### src/rtl/pdm_pkg.sv
`timescale 1ns / 1ps
package pdm_pkg;

  // Width of the wrapping tick counter, which counts accepted samples.
  localparam int COUNTER_WIDTH = 16;

  localparam int TICK_RATE_W = 24;
  localparam int OUT_W       = 16;
  localparam int DUTY_W      = 7;

  localparam logic [TICK_RATE_W-1:0] TICK_RATE_RESET = 24'd1000000;
  localparam logic [DUTY_W-1:0]      DUTY_MAX        = 7'd100;
  localparam logic [OUT_W-1:0]       SAT_OUT         = 16'hFFFF;

  // The divider handles both the tick rate and high time times one hundred.
  localparam int DIV_W = (TICK_RATE_W > COUNTER_WIDTH + DUTY_W) ?
                         TICK_RATE_W : COUNTER_WIDTH + DUTY_W;
  localparam int DIV_CNT_W = $clog2(DIV_W + 1);

  typedef enum logic [5:0] {
    ST_WAIT_RISE1 = 6'b000001,
    ST_WAIT_RISE2 = 6'b000010,
    ST_WAIT_FALL  = 6'b000100,
    ST_DIV_FREQ   = 6'b001000,
    ST_DIV_DUTY   = 6'b010000,
    ST_EMIT       = 6'b100000
  } pdm_state_t;

  typedef struct packed {
    logic accept;
    logic zero_counter;
    logic capture_period;
    logic capture_high;
    logic start_freq;
    logic start_duty;
    logic load_out;
  } pdm_cmd_t;

  typedef struct packed {
    logic rise;
    logic fall;
    logic period_zero;
    logic div_busy;
    logic out_free;
  } pdm_stat_t;

endpackage

### src/rtl/pdm_ctrl.sv
`timescale 1ns / 1ps
module pdm_ctrl
  import pdm_pkg::*;
(
  input  logic      clk,
  input  logic      rst_n,
  input  logic      in_valid,
  input  pdm_stat_t stat,
  output logic      in_ready,
  output pdm_cmd_t  cmd
);

  pdm_state_t state_r, state_nxt;

  always_ff @(posedge clk) begin
    if (!rst_n) begin
      state_r <= ST_WAIT_RISE1;
    end else begin
      state_r <= state_nxt;
    end
  end

  always_comb begin
    logic acc;
    acc       = 1'b0;
    state_nxt = state_r;
    cmd       = '0;
    in_ready  = 1'b0;
    case (state_r)
      ST_WAIT_RISE1: begin
        in_ready = 1'b1;
        acc      = in_valid;
        if (acc && stat.rise) begin
          cmd.zero_counter = 1'b1;
          state_nxt        = ST_WAIT_RISE2;
        end
      end
      ST_WAIT_RISE2: begin
        in_ready = 1'b1;
        acc      = in_valid;
        if (acc && stat.rise) begin
          cmd.capture_period = 1'b1;
          state_nxt          = ST_WAIT_FALL;
        end
      end
      ST_WAIT_FALL: begin
        in_ready = 1'b1;
        acc      = in_valid;
        if (acc && stat.fall) begin
          cmd.capture_high = 1'b1;
          if (stat.period_zero) begin
            state_nxt = ST_EMIT;
          end else begin
            cmd.start_freq = 1'b1;
            state_nxt      = ST_DIV_FREQ;
          end
        end
      end
      ST_DIV_FREQ: begin
        if (!stat.div_busy) begin
          cmd.start_duty = 1'b1;
          state_nxt      = ST_DIV_DUTY;
        end
      end
      ST_DIV_DUTY: begin
        if (!stat.div_busy) begin
          state_nxt = ST_EMIT;
        end
      end
      ST_EMIT: begin
        if (stat.out_free) begin
          cmd.load_out = 1'b1;
          state_nxt    = ST_WAIT_RISE1;
        end
      end
      default: begin
        state_nxt = ST_WAIT_RISE1;
      end
    endcase
    cmd.accept = acc;
  end

endmodule

### src/rtl/pdm_datapath.sv
`timescale 1ns / 1ps
module pdm_datapath
  import pdm_pkg::*;
(
  input  logic                   clk,
  input  logic                   rst_n,
  input  logic                   signal_level,
  input  logic                   cfg_wr_en,
  input  logic [TICK_RATE_W-1:0] cfg_wr_data,
  input  pdm_cmd_t               cmd,
  output pdm_stat_t              stat,
  input  logic                   out_ready,
  output logic                   out_valid,
  output logic [OUT_W-1:0]       out_period,
  output logic [OUT_W-1:0]       out_high,
  output logic [OUT_W-1:0]       out_freq,
  output logic [DUTY_W-1:0]      out_duty,
  output logic                   out_pzero
);

  localparam int SW = COUNTER_WIDTH + OUT_W;

  function automatic logic [OUT_W-1:0] sat_out(input logic [COUNTER_WIDTH-1:0] v);
    logic [SW-1:0] w;
    w = SW'(v);
    return (w > SW'(SAT_OUT)) ? SAT_OUT : w[OUT_W-1:0];
  endfunction

  logic [TICK_RATE_W-1:0]   tick_rate_r;
  logic [COUNTER_WIDTH-1:0] counter_r;
  logic                     prev_level_r;
  logic [COUNTER_WIDTH-1:0] period_r;
  logic [COUNTER_WIDTH-1:0] high_r;
  logic [COUNTER_WIDTH-1:0] counter_inc;

  logic [DIV_W-1:0]         dvd_r;
  logic [COUNTER_WIDTH-1:0] rem_r;
  logic [DIV_CNT_W-1:0]     div_cnt_r;
  logic [COUNTER_WIDTH:0]   rem_sh;
  logic [COUNTER_WIDTH:0]   rem_sub;
  logic                     rem_ge;
  logic [OUT_W-1:0]         freq_r;

  logic                     out_valid_r;
  logic [OUT_W-1:0]         out_period_r;
  logic [OUT_W-1:0]         out_high_r;
  logic [OUT_W-1:0]         out_freq_r;
  logic [DUTY_W-1:0]        out_duty_r;
  logic                     out_pzero_r;

  assign counter_inc = counter_r + 1'b1;

  assign stat.rise        = signal_level & ~prev_level_r;
  assign stat.fall        = ~signal_level & prev_level_r;
  assign stat.period_zero = (period_r == '0);
  assign stat.div_busy    = (div_cnt_r != '0);
  assign stat.out_free    = ~out_valid_r | out_ready;

  always_ff @(posedge clk) begin
    if (!rst_n) begin
      tick_rate_r <= TICK_RATE_RESET;
    end else if (cfg_wr_en) begin
      tick_rate_r <= cfg_wr_data;
    end
  end

  always_ff @(posedge clk) begin
    if (!rst_n) begin
      counter_r    <= '0;
      prev_level_r <= 1'b0;
      period_r     <= '0;
    end else if (cmd.accept) begin
      counter_r    <= cmd.zero_counter ? '0 : counter_inc;
      prev_level_r <= signal_level;
      if (cmd.capture_period) begin
        period_r <= counter_inc;
      end
    end
  end

  always_ff @(posedge clk) begin
    if (cmd.capture_high) begin
      high_r <= counter_inc - period_r;
    end
  end

  // Restoring divider, one quotient bit per cycle, divisor is the period.
  assign rem_sh  = {rem_r, dvd_r[DIV_W-1]};
  assign rem_ge  = (rem_sh >= {1'b0, period_r});
  assign rem_sub = rem_sh - {1'b0, period_r};

  always_ff @(posedge clk) begin
    if (!rst_n) begin
      div_cnt_r <= '0;
    end else if (cmd.start_freq || cmd.start_duty) begin
      div_cnt_r <= DIV_CNT_W'(DIV_W);
    end else if (div_cnt_r != '0) begin
      div_cnt_r <= div_cnt_r - 1'b1;
    end
  end

  always_ff @(posedge clk) begin
    if (cmd.start_freq) begin
      dvd_r <= DIV_W'(tick_rate_r);
      rem_r <= '0;
    end else if (cmd.start_duty) begin
      dvd_r <= DIV_W'(high_r) * DIV_W'(DUTY_MAX);
      rem_r <= '0;
    end else if (div_cnt_r != '0) begin
      dvd_r <= {dvd_r[DIV_W-2:0], rem_ge};
      rem_r <= rem_ge ? rem_sub[COUNTER_WIDTH-1:0] : rem_sh[COUNTER_WIDTH-1:0];
    end
  end

  always_ff @(posedge clk) begin
    if (cmd.start_duty) begin
      freq_r <= (dvd_r > DIV_W'(SAT_OUT)) ? SAT_OUT : dvd_r[OUT_W-1:0];
    end
  end

  always_ff @(posedge clk) begin
    if (!rst_n) begin
      out_valid_r <= 1'b0;
    end else if (cmd.load_out) begin
      out_valid_r <= 1'b1;
    end else if (out_ready) begin
      out_valid_r <= 1'b0;
    end
  end

  always_ff @(posedge clk) begin
    if (cmd.load_out) begin
      out_period_r <= sat_out(period_r);
      out_high_r   <= sat_out(high_r);
      out_pzero_r  <= stat.period_zero;
      if (stat.period_zero) begin
        out_freq_r <= SAT_OUT;
        out_duty_r <= '0;
      end else begin
        out_freq_r <= freq_r;
        out_duty_r <= (dvd_r > DIV_W'(DUTY_MAX)) ? DUTY_MAX : dvd_r[DUTY_W-1:0];
      end
    end
  end

  assign out_valid  = out_valid_r;
  assign out_period = out_period_r;
  assign out_high   = out_high_r;
  assign out_freq   = out_freq_r;
  assign out_duty   = out_duty_r;
  assign out_pzero  = out_pzero_r;

endmodule

### src/rtl/pwm_period_duty_meter_core.sv
`timescale 1ns / 1ps
// PWM period and duty meter. Each input item is one sample of the measured
// signal, taken once per timer tick. The first rising edge zeroes a wrapping
// tick counter, the second rising edge captures the period and the next
// falling edge captures the high time; that falling edge then yields one
// result item holding the period, the high time, the frequency (tick rate
// over period, saturated at 65535) and the duty cycle in percent (clamped at
// 100). A zero period gives a frequency of 65535, a duty of 0 and the flag in
// out_tuser. While a measurement is running the block takes one item every
// cycle. After the item carrying the completing falling edge, in_tready stays
// low while both quotients come from one shared restoring divider that
// produces one quotient bit per cycle over a 24-bit dividend. It runs first
// for the frequency and then for the duty, each run ending in a hand-over to
// the next step, and then the output register is loaded (with no divider
// runs when the period is zero). If the output register still holds an
// earlier result that has not been taken, the stall lasts until it is. The
// result then waits in the output register, and the block keeps taking
// samples while it does.
module pwm_period_duty_meter_core
  import pdm_pkg::*;
(
  input  logic                   clk,
  input  logic                   rst_n,
  // Sample channel.
  input  logic                   in_tvalid,
  output logic                   in_tready,
  input  logic [7:0]             in_tdata,    // [0] signal_level, rest zero
  // Result channel.
  output logic                   out_tvalid,
  input  logic                   out_tready,
  output logic [55:0]            out_tdata,   // [15:0] period_ticks,
                                              // [31:16] high_ticks,
                                              // [47:32] frequency_hz,
                                              // [54:48] duty_percent, [55] zero
  output logic [0:0]             out_tuser,   // [0] period_zero
  // Tick rate register.
  input  logic                   cfg_wr_en,
  input  logic [TICK_RATE_W-1:0] cfg_wr_data
);

  pdm_cmd_t          cmd;
  pdm_stat_t         stat;
  logic [OUT_W-1:0]  period_w;
  logic [OUT_W-1:0]  high_w;
  logic [OUT_W-1:0]  freq_w;
  logic [DUTY_W-1:0] duty_w;
  logic              pzero_w;

  // The controller owns the capture phase and the sequencing of the divider.
  pdm_ctrl u_ctrl (
    .clk      (clk),
    .rst_n    (rst_n),
    .in_valid (in_tvalid),
    .stat     (stat),
    .in_ready (in_tready),
    .cmd      (cmd)
  );

  // The datapath holds the counter, the captures, the divider and the
  // output register.
  pdm_datapath u_datapath (
    .clk          (clk),
    .rst_n        (rst_n),
    .signal_level (in_tdata[0]),
    .cfg_wr_en    (cfg_wr_en),
    .cfg_wr_data  (cfg_wr_data),
    .cmd          (cmd),
    .stat         (stat),
    .out_ready    (out_tready),
    .out_valid    (out_tvalid),
    .out_period   (period_w),
    .out_high     (high_w),
    .out_freq     (freq_w),
    .out_duty     (duty_w),
    .out_pzero    (pzero_w)
  );

  assign out_tdata = {1'b0, duty_w, freq_w, high_w, period_w};
  assign out_tuser = pzero_w;

endmodule

### config.mk
export PLATFORM = sky130hd
export DESIGN_NAME = pwm_period_duty_meter_core
export DESIGN_NICKNAME = d
export VERILOG_FILES = /design/src/rtl/pdm_pkg.sv /design/src/rtl/pdm_ctrl.sv /design/src/rtl/pdm_datapath.sv /design/src/rtl/pwm_period_duty_meter_core.sv
export SDC_FILE = /design/constraint.sdc
export NUM_CORES = 1
export LEC_CHECK = 0
export BUFFER_PORTS_ARGS = -buffer_cell sky130_fd_sc_hd__buf_2
export CAP_MARGIN = 10
export CORE_ASPECT_RATIO = 1.4
export CORE_MARGIN = 2
export CORE_UTILIZATION = 60
export DETAILED_ROUTE_END_ITERATION = 8
export PLACE_DENSITY = 0.8
export SETUP_SLACK_MARGIN = 0.4
export SYNTH_ARGS = -nofsm -noshare
export SYNTH_HDL_FRONTEND = slang
export SYNTH_HIERARCHICAL = 1
export SYNTH_SLANG_ARGS = --single-unit
### constraint.sdc
create_clock -name clk -period 9.7 [get_ports clk]
set_input_delay 0.485 -clock clk [delete_from_list [all_inputs] [get_ports clk]]
set_output_delay 0.485 -clock clk [all_outputs]
set_load 0.005 [all_outputs]
Word level (Yosys, flattened, before mapping)
Cells that the tools add are included.
{ "classes": {"add_sub_neg": 4, "mul": 1, "div_mod_pow": 0, "n_lt_le_gt_ge": 3, "eq_ne": 12, "n_shift": 0, "n_mux": 30, "bitwise": 7, "n_reduce_logical": 14} }
{ "ops": {"columns": ["cell", "count"], "rows": [
  ["two-way mux 24 bit", 3],
  ["two-way mux 6 bit", 7],
  ["case mux 6 bit (6 select lines)", 1],
  ["two-way mux 16 bit", 2],
  ["subtractor 16 bit", 2],
  ["greater-than comparator 24 x 16 -> 1 bit (second input constant)", 1],
  ["greater-than comparator 24 x 7 -> 1 bit (second input constant)", 1],
  ["multiplier 16 x 5 -> 21 bit (second input constant)", 1],
  [">= comparator 17 x 16 -> 1 bit", 1],
  ["adder 16 x 1 -> 16 bit (second input constant)", 1],
  ["zero test 16 bit", 1],
  ["two-way mux 1 bit", 12],
  ["two-way mux 5 bit", 2],
  ["two-way mux 7 bit", 1],
  ["== test 6 x 1 -> 1 bit (second input constant)", 1],
  ["== test 6 x 2 -> 1 bit (second input constant)", 1],
  ["== test 6 x 3 -> 1 bit (second input constant)", 1],
  ["== test 6 x 4 -> 1 bit (second input constant)", 1],
  ["== test 6 x 5 -> 1 bit (second input constant)", 1],
  ["== test 6 bit (second input constant)", 1],
  ["inequality test 2 x 1 -> 1 bit (second input constant)", 3],
  ["inequality test 2 bit (second input constant)", 3],
  ["AND reduction 6 bit", 1],
  ["OR reduction 2 bit", 3],
  ["other kinds (12)", 19]
]} }
{ "totals": {"reg_bits": 197, "latchBits": 0, "ram_bits": 0, "romBits": 0, "inputBits": 37, "out_inout_bits": 59, "elab_cells": 89, "n_memories": 0} }

Depth between registers and ports, before layout
{ "depth": {"depth_word": 7, "ltp_mapped": 14, "depth_no_buf": 13} }

By module
Netlist, hierarchy kept.
{ "modules_own_cells": {"columns": ["module", "n_inst", "cells_each", "area_per_inst_um2", "seq_area_each_um2"], "rows": [
  ["pdm_datapath", 1, 1000, 10560.1, 4944.7],
  ["pdm_ctrl", 1, 58, 467.9, 120.1],
  ["pwm_period_duty_meter_core", 1, 2, 11.3, 0.0]
]} }

Worst setup path after synthesis
Ideal clock, no wire load.
{ "synth_path": {"path_kind": "reg2reg", "startpoint": "register u_ctrl.state_r[1]", "endpoint": "register u_datapath.out_duty_r[0] (netlist: u_datapath/out_duty[0]), enable pin", "setup_ns": 0.541, "t_arrival_ns": 4.870, "required_time_ns": 9.159, "path_slack_ns": 4.289, "stages_incl_launch_ff": 4, "n_path_buf": 1, "synth_period_minus_slack_ns": 5.411, "path_cell_list": "dfxtp_1 > buf_6 > or4_1 > nor3_1"} }
{ "synth_lines": {"columns": ["element", "line_no", "source"], "rows": [
  ["from (decl)", "pdm_ctrl.sv:13", "pdm_state_t state_r, state_nxt;"],
  ["from (signal assigned)", "pdm_ctrl.sv:19", "state_r <= state_nxt;"],
  ["to (signal assigned)", "pdm_datapath.sv:141", "out_duty_r <= (dvd_r > DIV_W'(DUTY_MAX)) ? DUTY_MAX : dvd_r[DUTY_W-1:0];"],
  ["to (decl)", "pdm_datapath.sv:48", "logic [DUTY_W-1:0] out_duty_r;"]
]} }

Final worst setup path
{ "layout_path": {"startpoint": "register u_datapath.high_r[6]", "endpoint": "register u_datapath.dvd_r[21], data pin"} }
{ "layout_between": {"elab_chain_cells": 3} }
{ "layout_lines": {"columns": ["element", "line_no", "source"], "rows": [
  ["from (decl)", "pdm_datapath.sv:33", "logic [COUNTER_WIDTH-1:0] high_r;"],
  ["from (signal assigned)", "pdm_datapath.sv:83", "high_r <= counter_inc - period_r;"],
  ["multiplier 16 x 5 -> 21 bit", "pdm_datapath.sv:107", "dvd_r <= DIV_W'(high_r) * DIV_W'(DUTY_MAX);"],
  ["two-way mux 24 bit", "pdm_datapath.sv:106", "end else if (cmd.start_duty) begin"],
  ["two-way mux 24 bit", "pdm_datapath.sv:103", "if (cmd.start_freq) begin"],
  ["to (signal assigned)", "pdm_datapath.sv:104", "dvd_r <= DIV_W'(tick_rate_r);"],
  ["to (signal assigned)", "pdm_datapath.sv:107", null],
  ["to (signal assigned)", "pdm_datapath.sv:110", "dvd_r <= {dvd_r[DIV_W-2:0], rem_ge};"],
  ["to (decl)", "pdm_datapath.sv:36", "logic [DIV_W-1:0] dvd_r;"]
]} }
No other way between the ends.
A chain may end at the register's enable or synchronous reset.

==> summary.md <==
| Metric | Value |
|---|---|
| Max Fclk | 0.258 GHz |
| Post-synthesis async set-or-reset flop share | 0 |
| Hold slack | 0.258 ns |
| CP max stage cell | edfxtp_1 |
| ANT nets after route | 0 |
| Sequential fraction of the synthesis area | 0.459 |
| Post-synth EDFFs | 112 |
| CTS Hold Bufs | 0 |
| Syn_area_per_cell | 10.4 um2 |
| Critical Path Max Stage Delay | 0.52 ns |
| IO Pins | 96 |
| Critical Path End | u_datapath/dvd_r[21]$_DFFE_PP_ |
| Hold crit path type | input port to flip-flop |
| Pwr per Cell Area | 220 nW/um2 |
| Port bufs | 87 |
| Die H | 164 um |
| Antenna diodes | 0 |
| Synth top area cells | edfxtp_1 (30%), dfxtp_1 (15%), ha_1 (9.7%) |
| DRC | 0 |
| Post-synthesis net count | 1196 |
| Die area | 19500 um2 |
| FF-to-FF Start | u_datapath/high_r[6]$_DFFE_PP_ |
| Fin util | 0.683 |
| Pwr Total | 2.71 mW |
| Max-Slew Margin vs Limit | 0.246 |
| Vias in the first global route | 8088 |
| Largest net degree at the start of global routing | 71 |
| Routed via count | 8076 |
| First-pass GRT wire length | 39.5 mm |
| RR Endpoint | u_datapath/dvd_r[21]$_DFFE_PP_ |
| Post-synthesis instance total | 1060 |
| Setup Fix Bufs, Post-CTS | 0 |
| RSZ-0062 raised after global routing | false |
| Worst reg2reg setup slack | 5.83 ns |
| Core Box Area | 18000 um2 |
| Area Growth Syn to Fin | 11.4% |
| Fin. max-slew vios | 0 |
| Cell count of the worst reg-to-reg path | 13 |
| Area leader, netlist | edfxtp_1 |
| Worst setup margin | 5.83 ns |
| GR Overflow Total | 0 |
| Fin Clk Skew | 0.0106 ns |
| Clock buffer depth | 2 |
| Crit path max fanout | 4 |
| Static Leakage | 5.10 nW |
| CTS Sinks | 197 |
| Arr. time, crit path | 4.07 ns |
| Setup crit end kind | flip-flop |
| Max-Cap Viols | 0 |
| Root buffer cell | clkbuf_16 |
| Skew-Pair Late Insertion Delay | 0.45 ns |
| CTS tree | done |
| Layout cells sized above 1 | 0.146 |
| Final Setup Violations | 0 |
| Status | completed |
| Worst-Margin Slew | 1.13 ns |
| Crit path from | u_datapath/high_r[6]$_DFFE_PP_ |
| Maximum vdd drop | 0.122 mV |
| Yosys cell types | 75 |
| Final GP Congestion | 0.914 |
| Post-synth top flop | edfxtp_1 |
| Total Routing Usage GR | 0.259 |
| Chip width | 119 um |
| CP bufs+invs | 2 |
| Initial Util | 0.613 |
| Wirelength per Cell | 17.7 um |
| Crit path cell chain | ha_1, ha_1, inv_1, fa_1, inv_1, ha_1, o21ai_0, a21oi_1, nand2_1, o21ai_1, a311oi_1, mux2i_1, a221o_1 |
| Drt total wl | 24.6 mm |
| Detailed Place HPWL | 17.8 mm |
| Pre-CTS setup slack | 5.91 ns |
| Yosys warns | 6 |
| Antenna violations before repair | 0 |
| First-pass iteration count of the detailed router | 5 |
| First DRT Iteration DRCs | 647 |
| Final period utilization | 0.399 |
| Cell area after synthesis | 11000 um2 |
| Site Rows | 58 |
| Biggest regs | u_datapath/dvd_r (24), u_datapath/tick_rate_r (24) |
| Synth Register Bits | 197 |
| Nets | 1270 |
| Worst EP required | 9.90 ns |
| H-Tree Depth | 4 |
| CTS resizes | 0 |
| Element type at the critical path start | flip-flop |
| Crit Path Category | flip-flop to flip-flop |
| Final Critical Period | 3.87 ns |
| Fin Setup TNS | 0 ns |
| Final Hold Fails | 0 |
| Number of cells on the critical path | 13 |
| Reg clk slew, reported paths | 0.08 ns |
| Drt via density | 5.82 |
| Post-synth top area share | 0.305 |
| Num CTS Buffers | 17 |
| Critical path's top delay family | adder cells |
| Top cell by count, worst path | ha_1 |
[where the power goes]
| group | switching, mW | total [mW] | internal (mW) |
|---|---|---|---|
| combinational | 0.475 | 0.830 | 0.356 |
| clock | 0.378 | 0.738 | 0.361 |
| sequential | 0.0983 | 1.14 | 1.04 |
| total | 0.950 | 2.71 | 1.76 |
[how the worst min path moves through the flow]
stage / slack, ns / depth (start not counted) / endpoint / startpoint
2_1_floorplan: 0.44 / 2 / u_datapath/tick_rate_r[14]$_SDFFE_PN1P_ / u_datapath/tick_rate_r[14]$_SDFFE_PN1P_
3_3_place_gp: 0.46 / 2 / u_datapath/tick_rate_r[6]$_SDFFE_PN1P_ / u_datapath/tick_rate_r[6]$_SDFFE_PN1P_
3_5_place_dp: 0.47 / 2 / u_datapath/tick_rate_r[19]$_SDFFE_PN1P_ / u_datapath/tick_rate_r[19]$_SDFFE_PN1P_
4_1_cts: 0.24 / 3 / u_datapath/tick_rate_r[9]$_SDFFE_PN1P_ / cfg_wr_data[9]
5_1_grt: 0.25 / 3 / u_datapath/tick_rate_r[9]$_SDFFE_PN1P_ / cfg_wr_data[9]
6_report: 0.26 / 3 / u_datapath/tick_rate_r[9]$_SDFFE_PN1P_ / cfg_wr_data[9]
[routing by layer]
metal	share of wire	vias to the layer above	GRT usage
met3	0.035	89	0.0390
met5	0	-	0
met1	0.39	3860	0.283
li1	-	3898	-
met4	0.060	0	0.160
met2	0.52	229	0.472
[cell families (layout without fill, tap and decap cells)]
family                     count (synthesis)  count (layout)  synth area share
adders and majority gates                 99              99             0.121
other                                      1               1          0.000340
muxes                                     62              62            0.0569
and+or+nand+nor                          305             305             0.151
DFF                                      197             197             0.459
buffers and inverters                    138             225            0.0511
AOI/OAI and AO/OA                        205             205             0.119
xor gates and xnor gates                  53              53            0.0420
[final cells by class]
type                       count  area, um2
fill                        1391       5700
multi-input combinational    725       5430
sequential                   197       5060
timing repair buffer          95        499
clock buffer                  17        425
inverter                      98        368
tap                          240        300
clock inverter                15        205
[placed cells by master, fill, tap and decap left out, drive strengths merged, types with 10 or more instances in the layout]
cell type,instances
o21ai,65
nand2,72
nor2,42
and3,17
edfxtp,112
clkbuf,17
or2,17
nand3,18
fa,13
a21oi,52
nor3,13
and2,11
mux2i,59
o21a,11
ha,86
buf,95
xor2,14
a21o,10
nor4,16
xnor2,39
inv,108
dfxtp,85
nand2b,25
nor2b,46
[Yosys cell counts (all sizes together), types with 16 or more instances]
master	count
nor2b	46
nor4	16
nor2	42
xnor2	39
o21ai	65
ha	86
mux2i	59
clkbuf	27
or2	17
dfxtp	85
inv	98
edfxtp	112
nand3	18
nand2b	25
a21oi	52
and3	17
nand2	72
[metrics by stage]
stage	cell area [um2]	cells
2_1_floorplan	11000	1060
3_3_place_gp	11600	1353
3_5_place_dp	11600	1353
4_1_cts	12300	1385
5_1_grt	12300	1387
6_report	12300	1387
[tightest hold or removal path, delay by kind of cell]
kind                   cells  cell delay (ns)
buffers and inverters      1             0.08
AND/OR/NAND/NOR            1             0.06
multiplexers               1             0.05
Power figures use the tool's default switching activity.
